`config.mk`:
```
export PLATFORM = sky130hd
export DESIGN_NAME = text_console_char_writer
export DESIGN_NICKNAME = d
export VERILOG_FILES = /design/src/rtl/core/tccw_pkg.sv /design/src/rtl/core/text_console_char_writer.sv /design/src/rtl/core/tccw_emit.sv
export VERILOG_INCLUDE_DIRS = /design/src /design/src/rtl/core
export SDC_FILE = /design/constraint.sdc
export NUM_CORES = 1
export LEC_CHECK = 0
export ABC_CLOCK_PERIOD_IN_PS = 11200
export BUFFER_PORTS_ARGS = -buffer_cell sky130_fd_sc_hd__buf_2
export CAP_MARGIN = 10
export CORE_UTILIZATION = 55
export CTS_BUF_LIST = sky130_fd_sc_hd__clkbuf_16
export DETAILED_ROUTE_END_ITERATION = 10
export PLACE_DENSITY_LB_ADDON = 0.25
export SLEW_MARGIN = 10
export SYNTH_ARGS = -nofsm -noshare
export SYNTH_HDL_FRONTEND = slang
export SYNTH_SLANG_ARGS = --single-unit
```
`constraint.sdc`:
```
create_clock -name clk -period 11.2 [get_ports clk]
set_input_delay 0.56 -clock clk [delete_from_list [all_inputs] [get_ports clk]]
set_output_delay 0.56 -clock clk [all_outputs]
set_load 0.05 [all_outputs]
```
`src/rtl/core/text_console_char_writer_assert.svh`:
```
// assertion macros shared by the console char writer rtl
`ifndef TEXT_CONSOLE_CHAR_WRITER_ASSERT_SVH
`define TEXT_CONSOLE_CHAR_WRITER_ASSERT_SVH

`ifndef SYNTHESIS

// same-cycle implication, checked on every rising edge out of reset
`define TCCW_ASSERT_IMPL(label, clk, rst_n, ante, cons) \
    label: assert property (@(posedge clk) disable iff (!rst_n) (ante) |-> (cons)) \
        else $error("tccw assertion failed");

// next-cycle implication
`define TCCW_ASSERT_NEXT(label, clk, rst_n, ante, cons) \
    label: assert property (@(posedge clk) disable iff (!rst_n) (ante) |=> (cons)) \
        else $error("tccw assertion failed");

`else

`define TCCW_ASSERT_IMPL(label, clk, rst_n, ante, cons)
`define TCCW_ASSERT_NEXT(label, clk, rst_n, ante, cons)

`endif

`endif

```
`src/rtl/core/tccw_pkg.sv`:
```
// shared types and constants of the console char writer
package tccw_pkg;

    localparam int COLUMNS_DEFAULT = 40;
    localparam int COL_W           = 6;
    localparam int CHAR_W          = 8;
    localparam int COLOR_W         = 4;

    localparam logic [CHAR_W-1:0]  CH_BS      = 8'd8;
    localparam logic [CHAR_W-1:0]  CH_DEL     = 8'd127;
    localparam logic [CHAR_W-1:0]  CH_NL      = 8'd10;
    localparam logic [CHAR_W-1:0]  CH_BLANK   = 8'd32;
    localparam logic [COLOR_W-1:0] CLEAR_FORE = 4'd0;
    localparam logic [COLOR_W-1:0] CLEAR_BACK = 4'd7;

    localparam logic KIND_WRITE  = 1'b0;
    localparam logic KIND_SCROLL = 1'b1;

    // configuration register indexes
    localparam logic REG_TEXT_COLOR = 1'b0;
    localparam logic REG_BACK_COLOR = 1'b1;

    typedef struct packed {
        logic [COLOR_W-1:0] back;
        logic [COLOR_W-1:0] fore;
        logic [CHAR_W-1:0]  glyph;
    } cell_t;

    typedef struct packed {
        logic             kind;
        logic [COL_W-1:0] column;
        cell_t            content;
    } result_t;

    // the decoded request the emit stage holds; a cell read from the row store comes in separately
    typedef struct packed {
        result_t          first;
        logic             two;
        logic             second_from_mem;
        logic [COL_W-1:0] second_column;
        cell_t            second_cell;
    } item_desc_t;

endpackage

```
`src/rtl/core/text_console_char_writer.sv`:
```
// Bottom-line driver of a scrolling text console.
// Input channel: one char_code per request on in_valid/in_ready. Backspace (8) and
// delete (127) erase left of the cursor, newline (10) scrolls, other codes are written
// at the cursor; a code arriving at a full line scrolls first.
// Output channel: kind/column/glyph/fore/back/last on out_valid/out_ready, one to two
// results per request, last set on the final one. Backspace at column 0 gives none.
// Colors come from the APB registers text_color (0x0) and back_color (0x4).
// At the accepting edge the request is decoded into the hold stage and the row store is
// read; the hold stage then loads the output register, which sets the pace, emitting one
// result per cycle while out_ready is high. Throughput: one request per cycle while each
// yields one result and out_ready is high; two results hold in_ready low until both load.
// A stalled receiver holds the output register; one more request is taken into the
// hold stage, then in_ready drops until results drain.
// Reset clears the cursor, colors to 0/7 and all valid flags; the row store is not
// cleared, since only cells written since the last scroll are ever read back.
module text_console_char_writer
    import tccw_pkg::*;
#(
    parameter int COLUMNS = COLUMNS_DEFAULT
)
(
    input  logic               clk,
    input  logic               rst_n,
    input  logic               psel,
    input  logic               penable,
    input  logic               pwrite,
    input  logic [2:0]         paddr,
    input  logic [31:0]        pwdata,
    output logic [31:0]        prdata,
    output logic               pready,
    input  logic               in_valid,
    output logic               in_ready,
    input  logic [CHAR_W-1:0]  char_code,
    output logic               out_valid,
    input  logic               out_ready,
    output logic               kind,
    output logic [COL_W-1:0]   column,
    output logic [CHAR_W-1:0]  glyph,
    output logic [COLOR_W-1:0] fore,
    output logic [COLOR_W-1:0] back,
    output logic               last
);

`include "text_console_char_writer_assert.svh"

    localparam int CUR_W  = $clog2(COLUMNS + 1);
    localparam int ADDR_W = $clog2(COLUMNS);

    logic [COLOR_W-1:0] text_color_reg;
    logic [COLOR_W-1:0] back_color_reg;
    logic [CUR_W-1:0]   cursor_reg;
    logic [CUR_W-1:0]   cursor_next;
    cell_t              row_mem [COLUMNS];
    cell_t              rd_cell_reg;

    logic               accept;
    logic               free;
    logic               is_erase;
    logic               is_nl;
    logic               scroll;
    logic               has_results;
    logic [CUR_W-1:0]   cur_dec;
    logic [CUR_W-1:0]   base;
    logic               wr_en;
    logic [ADDR_W-1:0]  wr_addr;
    cell_t              wr_cell;
    logic               rd_en;
    logic [ADDR_W-1:0]  rd_addr;
    cell_t              color_cell;
    cell_t              blank_cell;
    cell_t              clear_cell;
    item_desc_t         desc;
    result_t            out_result;

    // apb register port
    assign pready = 1'b1;

    always_ff @(posedge clk or negedge rst_n)
    begin
        if (!rst_n)
        begin
            text_color_reg <= '0;
            back_color_reg <= CLEAR_BACK;
        end
        else if (psel && penable && pwrite && pready)
        begin
            case (paddr[2])
                REG_TEXT_COLOR: text_color_reg <= pwdata[COLOR_W-1:0];
                REG_BACK_COLOR: back_color_reg <= pwdata[COLOR_W-1:0];
                default:        ;
            endcase
        end
    end

    always_comb
    begin
        case (paddr[2])
            REG_TEXT_COLOR: prdata = 32'(text_color_reg);
            REG_BACK_COLOR: prdata = 32'(back_color_reg);
            default:        prdata = '0;
        endcase
    end

    // decode the request against the cursor
    assign accept   = in_valid && in_ready;
    assign in_ready = free;
    assign is_erase = (char_code == CH_BS) || (char_code == CH_DEL);
    assign is_nl    = (char_code == CH_NL);
    assign scroll   = !is_erase && (is_nl || (cursor_reg >= CUR_W'(COLUMNS)));
    assign cur_dec  = cursor_reg - CUR_W'(1);
    assign base     = scroll ? '0 : cursor_reg;

    assign color_cell = '{back: back_color_reg, fore: text_color_reg, glyph: char_code};
    assign blank_cell = '{back: back_color_reg, fore: text_color_reg, glyph: CH_BLANK};
    assign clear_cell = '{back: CLEAR_BACK, fore: CLEAR_FORE, glyph: CH_BLANK};

    always_comb
    begin
        cursor_next          = cursor_reg;
        has_results          = 1'b0;
        wr_en                = 1'b0;
        wr_addr              = ADDR_W'(base);
        wr_cell              = color_cell;
        rd_en                = 1'b0;
        rd_addr              = ADDR_W'(cursor_reg - CUR_W'(2));
        desc.first.kind      = KIND_WRITE;
        desc.first.column    = COL_W'(base);
        desc.first.content   = color_cell;
        desc.two             = 1'b0;
        desc.second_from_mem = 1'b0;
        desc.second_column   = '0;
        desc.second_cell     = color_cell;
        if (is_erase)
        begin
            if (cursor_reg != '0)
            begin
                has_results          = 1'b1;
                cursor_next          = cur_dec;
                wr_en                = 1'b1;
                wr_addr              = ADDR_W'(cur_dec);
                wr_cell              = blank_cell;
                desc.first.column    = COL_W'(cur_dec);
                desc.first.content   = blank_cell;
                desc.two             = (cur_dec != '0);
                rd_en                = (cur_dec != '0);
                desc.second_from_mem = 1'b1;
                desc.second_column   = COL_W'(cur_dec - CUR_W'(1));
            end
        end
        else
        begin
            has_results = 1'b1;
            if (scroll)
            begin
                desc.first.kind    = KIND_SCROLL;
                desc.first.column  = '0;
                desc.first.content = clear_cell;
                desc.two           = !is_nl;
            end
            if (is_nl)
            begin
                cursor_next = '0;
            end
            else
            begin
                wr_en       = 1'b1;
                cursor_next = base + CUR_W'(1);
            end
        end
    end

    // cursor
    always_ff @(posedge clk or negedge rst_n)
    begin
        if (!rst_n)
        begin
            cursor_reg <= '0;
        end
        else if (accept)
        begin
            cursor_reg <= cursor_next;
        end
    end

    // bottom-row store, one write and one registered read
    always_ff @(posedge clk)
    begin
        if (accept && wr_en)
        begin
            row_mem[wr_addr] <= wr_cell;
        end
        if (accept && rd_en)
        begin
            rd_cell_reg <= row_mem[rd_addr];
        end
    end

    tccw_emit u_emit
    (
        .clk        (clk),
        .rst_n      (rst_n),
        .load       (accept && has_results),
        .desc       (desc),
        .mem_cell   (rd_cell_reg),
        .free       (free),
        .out_valid  (out_valid),
        .out_ready  (out_ready),
        .out_result (out_result),
        .out_last   (last)
    );

    assign kind   = out_result.kind;
    assign column = out_result.column;
    assign glyph  = out_result.content.glyph;
    assign fore   = out_result.content.fore;
    assign back   = out_result.content.back;

    // cursor never passes the line end
    `TCCW_ASSERT_IMPL(a_cursor_range, clk, rst_n, 1'b1, cursor_reg <= CUR_W'(COLUMNS))
    // newline always returns the cursor to column zero
    `TCCW_ASSERT_NEXT(a_nl_home, clk, rst_n, accept && is_nl, cursor_reg == '0)
    // erase steps the cursor back by exactly one
    `TCCW_ASSERT_NEXT(a_erase_step, clk, rst_n, accept && is_erase && (cursor_reg != '0),
        cursor_reg == $past(cursor_reg) - CUR_W'(1))

endmodule

```
`src/rtl/core/tccw_emit.sv`:
```
// holds one decoded request and emits its one or two results through an output register
module tccw_emit
    import tccw_pkg::*;
(
    input  logic                clk,
    input  logic                rst_n,
    input  logic                load,
    input  item_desc_t          desc,
    input  cell_t               mem_cell,
    output logic                free,
    output logic                out_valid,
    input  logic                out_ready,
    output result_t             out_result,
    output logic                out_last
);

`include "text_console_char_writer_assert.svh"

    logic       hold_valid_reg;
    item_desc_t hold_desc_reg;
    logic       phase_reg;
    logic       out_valid_reg;
    result_t    out_result_reg;
    logic       out_last_reg;

    result_t    cur_result;
    logic       cur_last;
    logic       out_load;
    logic       hold_done;

    // pick the result for the current phase
    always_comb
    begin
        if (!phase_reg)
        begin
            cur_result = hold_desc_reg.first;
        end
        else
        begin
            cur_result.kind    = KIND_WRITE;
            cur_result.column  = hold_desc_reg.second_column;
            cur_result.content = hold_desc_reg.second_from_mem ? mem_cell
                                                               : hold_desc_reg.second_cell;
        end
        cur_last = phase_reg || !hold_desc_reg.two;
    end

    assign out_load  = hold_valid_reg && (!out_valid_reg || out_ready);
    assign hold_done = out_load && cur_last;
    assign free      = !hold_valid_reg || hold_done;

    // hold stage control
    always_ff @(posedge clk or negedge rst_n)
    begin
        if (!rst_n)
        begin
            hold_valid_reg <= 1'b0;
            phase_reg      <= 1'b0;
        end
        else
        begin
            if (load)
            begin
                hold_valid_reg <= 1'b1;
                phase_reg      <= 1'b0;
            end
            else if (hold_done)
            begin
                hold_valid_reg <= 1'b0;
                phase_reg      <= 1'b0;
            end
            else if (out_load)
            begin
                phase_reg <= 1'b1;
            end
        end
    end

    // hold stage payload
    always_ff @(posedge clk)
    begin
        if (load)
        begin
            hold_desc_reg <= desc;
        end
    end

    // output register control
    always_ff @(posedge clk or negedge rst_n)
    begin
        if (!rst_n)
        begin
            out_valid_reg <= 1'b0;
        end
        else if (out_load)
        begin
            out_valid_reg <= 1'b1;
        end
        else if (out_ready)
        begin
            out_valid_reg <= 1'b0;
        end
    end

    // output register payload
    always_ff @(posedge clk)
    begin
        if (out_load)
        begin
            out_result_reg <= cur_result;
            out_last_reg   <= cur_last;
        end
    end

    assign out_valid  = out_valid_reg;
    assign out_result = out_result_reg;
    assign out_last   = out_last_reg;

    // second phase only exists for a held two-result request
    `TCCW_ASSERT_IMPL(a_phase_held, clk, rst_n, phase_reg,
        hold_valid_reg && hold_desc_reg.two)
    // a scroll marker always describes the cleared row
    `TCCW_ASSERT_IMPL(a_scroll_shape, clk, rst_n,
        out_valid_reg && (out_result_reg.kind == KIND_SCROLL),
        (out_result_reg.column == '0) && (out_result_reg.content.glyph == CH_BLANK)
        && (out_result_reg.content.fore == CLEAR_FORE)
        && (out_result_reg.content.back == CLEAR_BACK))
    // a new request is never loaded over one still emitting
    `TCCW_ASSERT_IMPL(a_no_overrun, clk, rst_n, load, free)

endmodule
```
==> results.cfg <==
[run_status]
outcome = finished with violations
violations = design-rule violations

[floorplanning]
placement_rows = 84
die_y_um = 234
initial_core_util_pct = 56.0
design.die.area_um2 = 54700
top_level_ports = 109
die_width_um = 234
placeableCoreArea_um2 = 52900

[hold_path]
hold_path_depth = 1
type_of_the_most_critical_hold_path = in2reg
min_delay_worst_endpoint = u_emit.hold_desc_reg[5]$_DFFE_PP_
min-delay-start = char_code[5]

[clock_tree]
clock_tree_from_tritoncts = built
clockRootBuffer = sky130_fd_sc_hd__clkbuf_16
cts_buffer_depth = 3
cts.repair_timing.setup_buffer_count = 0
cts-buffers-inserted = 73
clock_insertion_delay_worst_skew_ns = 0.63
clock_slew_seen_by_the_registers_of_the_worst_setup_and_hold_paths_ns = 0.06
htree_levels = 3
clock_sinks = 744

[place]
placed_cells_incl_taps = 2127
dpl_worst_slack_ns = 5.86
io_buffers = 49
gp_congestion = 0.843
place.detailed.hpwl_mm = 36.3

[worst_setup_path]
regToRegEndpoint = row_mem[5][13]$_DFFE_PP_
critPathKind = reg2reg
reg2regPathDepth = 8
worstSetupStartpointType = flip-flop
critical_path_arrival_ns = 5.07
r2r_start = cursor_reg[1]$_DFFE_PN0P_
cp_max_fo = 55
critPathRequiredTime_ns = 11.43
r2r_slack_ns = 6.36
timing.critical_path.to_type = flip-flop

[power_and_ir_drop]
total_switching_power_mw = 2.88
clock_power_share_pct = 27.9
netSwitchingFraction_pct = 32.5
power.static_leakage_nw = 10.7
power_share_of_the_combinational_group_pct = 31.4
vdd_drop_max_v = 0.000152
power-per-cell-area_nw_per_um2 = 267
p_int_mw = 5.96
seq_power_share_pct = 40.7

[sta]
rsz0062_at_grt = false
timing_hold_violations_final = 0
part_of_the_cycle_the_worst_path_needs_pct = 43.2
post-route-worst-setup-slack_ns = 6.36
maxSlewHeadroom_pct = 19.2
transition_time_of_the_tightest_slew_check_pin_ns = 1.21
setup-violations-final = 0
finalSetupTns_ns = 0
fin_worst_skew_ns = 0.0283
minimum_clock_period_ns = 4.84
maxClockFrequency_mhz = 206
final_report_max_slew_violation_count = 0

[drt]
wire_per_inst_um = 28.3
routed-via-count = 14038
drtAntennaViolNets = 0
drt_first_pass_iters = 8
vias_per_cell = 6.21
drtIter0Drc = 1624
routed_wirelength_mm = 64.0
remaining_routing_drc_violations = 6

[synth]
synth.lib_cells_used.distinct = 72
syn-mean-instance-area_um2 = 20.9
async_reset_ff_share_pct = 2.28
postSynthRegisterBits = 744
seq_area_frac_synth_pct = 75.3
synth_flop_cell = sky130_fd_sc_hd__edfxtp_1
postSynthCellCount = 1412
synth_enable_flop_cells = 727
syn_area_um2 = 29600
yosys_warnings = 0

[cells_and_area]
number_of_flip_flops_in_the_largest_register = 640
area_delta_synth_final_pct = 11.9
final-instance-count-excl-fill = 2261
mostFrequentLayoutCell = sky130_fd_sc_hd__edfxtp_1
share_of_layout_cells_above_drive_strength_1_pct = 29.0
nets = 1570
final_cell_mix = sky130_fd_sc_hd__edfxtp_1, sky130_fd_sc_hd__mux4_2, sky130_fd_sc_hd__nor2_1, sky130_fd_sc_hd__clkbuf_16, sky130_fd_sc_hd__buf_4

[grt]
gr-usage-all-layers_pct = 24.4
initial_antenna_violation_count = 0
gr-total-overflow = 0
grt_start_max_net_pins = 72
number_of_global_route_vias_before_repair = 14307
first_pass_grt_wire_length_mm = 94.3

[flow_run]
maxCapViolations = 0
logic make-up (layout without fill, tap and decap cells):
group                      after synthesis  in the layout  synth area share (%)
other                                    2             30                0.0254
muxes                                  228            228                  15.9
AOI/OAI and AO/OA                      112            112                  2.75
adders and majority gates                5              5                 0.211
buffers and inverters                  113            246                  2.10
DFF                                    744            744                  75.3
and+or+nand+nor                        198            198                  3.45
xor gates and xnor gates                10             10                 0.321
worst max-delay path: stages (launching register included):
cell	delay [ns]
sky130_fd_sc_hd__dfrtp_4	0.96
sky130_fd_sc_hd__inv_1	0.38
sky130_fd_sc_hd__ha_1	0.41
sky130_fd_sc_hd__a21boi_1	0.17
sky130_fd_sc_hd__xnor2_1	0.82
sky130_fd_sc_hd__nand2_1	0.29
sky130_fd_sc_hd__o21ai_0	0.25
sky130_fd_sc_hd__nand3_1	0.31
sky130_fd_sc_hd__nor2_2	0.83
cells in the mapped netlist (3+ instances only):
cell type | instances | area [µm²]
sky130_fd_sc_hd__buf_4 | 37 | 278
sky130_fd_sc_hd__or3_1 | 4 | 25.0
sky130_fd_sc_hd__and3_1 | 8 | 50.1
sky130_fd_sc_hd__nor2b_1 | 18 | 113
sky130_fd_sc_hd__inv_1 | 6 | 22.5
sky130_fd_sc_hd__a211oi_1 | 15 | 113
sky130_fd_sc_hd__mux2i_1 | 16 | 160
sky130_fd_sc_hd__dfrtp_1 | 14 | 350
sky130_fd_sc_hd__clkbuf_1 | 33 | 124
sky130_fd_sc_hd__xnor2_1 | 5 | 43.8
sky130_fd_sc_hd__xor2_1 | 4 | 35.0
sky130_fd_sc_hd__o211ai_1 | 4 | 30.0
sky130_fd_sc_hd__nand3_1 | 8 | 40.0
sky130_fd_sc_hd__mux4_2 | 191 | 4300
sky130_fd_sc_hd__edfxtp_1 | 727 | 21800
sky130_fd_sc_hd__buf_2 | 22 | 110
sky130_fd_sc_hd__nor2_1 | 82 | 308
sky130_fd_sc_hd__mux2_2 | 21 | 236
sky130_fd_sc_hd__or2b_1 | 3 | 22.5
sky130_fd_sc_hd__buf_1 | 7 | 26.3
sky130_fd_sc_hd__and2_1 | 14 | 87.6
sky130_fd_sc_hd__a21oi_1 | 30 | 150
sky130_fd_sc_hd__o22ai_1 | 19 | 119
sky130_fd_sc_hd__buf_6 | 4 | 45.0
sky130_fd_sc_hd__dfstp_2 | 3 | 78.8
sky130_fd_sc_hd__nor2_2 | 10 | 62.6
sky130_fd_sc_hd__nand4_1 | 5 | 31.3
sky130_fd_sc_hd__ha_1 | 5 | 62.6
sky130_fd_sc_hd__o21ai_0 | 16 | 80.1
sky130_fd_sc_hd__nand2b_1 | 8 | 50.1
sky130_fd_sc_hd__nor3_1 | 7 | 35.0
sky130_fd_sc_hd__nand2_1 | 17 | 63.8
metrics by stage:
| stage | power [mW] | area (µm²) | util (%) | hold WS, ns |
|---|---|---|---|---|
| final | 8.84 | 33100 | 62.6 | 0.185 |
| after global routing | 9.17 | 33100 | 62.6 | 0.163 |
| after CTS | 8.91 | 33100 | 62.6 | 0.160 |
| after detailed placement | 6.44 | 30700 | 58.0 | 0.486 |
| after global placement | 6.41 | 30700 | 58.0 | 0.456 |
| after floorplan | 5.57 | 29700 | - | 0.264 |
how the worst max path moves through the flow:
stage | slack, ns | cells after the start | end | startpoint
2_1_floorplan | 7.19 | 12 | row_mem[10][0]$_DFFE_PP_ | cursor_reg[1]$_DFFE_PN0P_
3_3_place_gp | 6.19 | 9 | row_mem[18][11]$_DFFE_PP_ | char_code[7]
3_5_place_dp | 5.86 | 9 | row_mem[18][15]$_DFFE_PP_ | char_code[7]
4_1_cts | 6.11 | 8 | row_mem[18][10]$_DFFE_PP_ | cursor_reg[1]$_DFFE_PN0P_
5_1_grt | 6.07 | 8 | row_mem[5][4]$_DFFE_PP_ | cursor_reg[1]$_DFFE_PN0P_
6_report | 6.36 | 8 | row_mem[5][13]$_DFFE_PP_ | cursor_reg[1]$_DFFE_PN0P_
per-layer routing:
metal | GRT usage (%) | vias up | wire (µm)
met5 | 0 | - | 0
met4 | 7.37 | 0 | 1740
met3 | 5.91 | 116 | 4960
met2 | 38.7 | 513 | 31200
met1 | 33.9 | 7430 | 26100
li1 | - | 5979 | -
area by class of cell:
cell class / count / area (µm²)
diodes: 1 / 2.50
clock inverters: 57 / 546
fillers: 3553 / 19800
clock buffers: 75 / 1880
flip-flops and latches: 744 / 22300
multi-input cells: 582 / 6840
repair buffers: 104 / 661
well taps: 688 / 861
inverters: 10 / 38.8
what timing repair did:
item                                   CTS  global route
hold buffers                             1             0
endpoints found under the hold margin   14             0
gates resized for setup                  0             0
power by group through the flow:
stage | Sequential (mW) | Combinational [mW] | Clock, mW
6_report | 3.60 | 2.78 | 2.47
5_1_grt | 3.62 | 2.94 | 2.60
4_1_cts | 3.60 | 2.80 | 2.50
3_5_place_dp | 3.66 | 2.78 | 0
3_3_place_gp | 3.65 | 2.76 | 0
2_1_floorplan | 3.70 | 1.87 | 0
No activity file was read; power rests on OpenSTA's default activity.
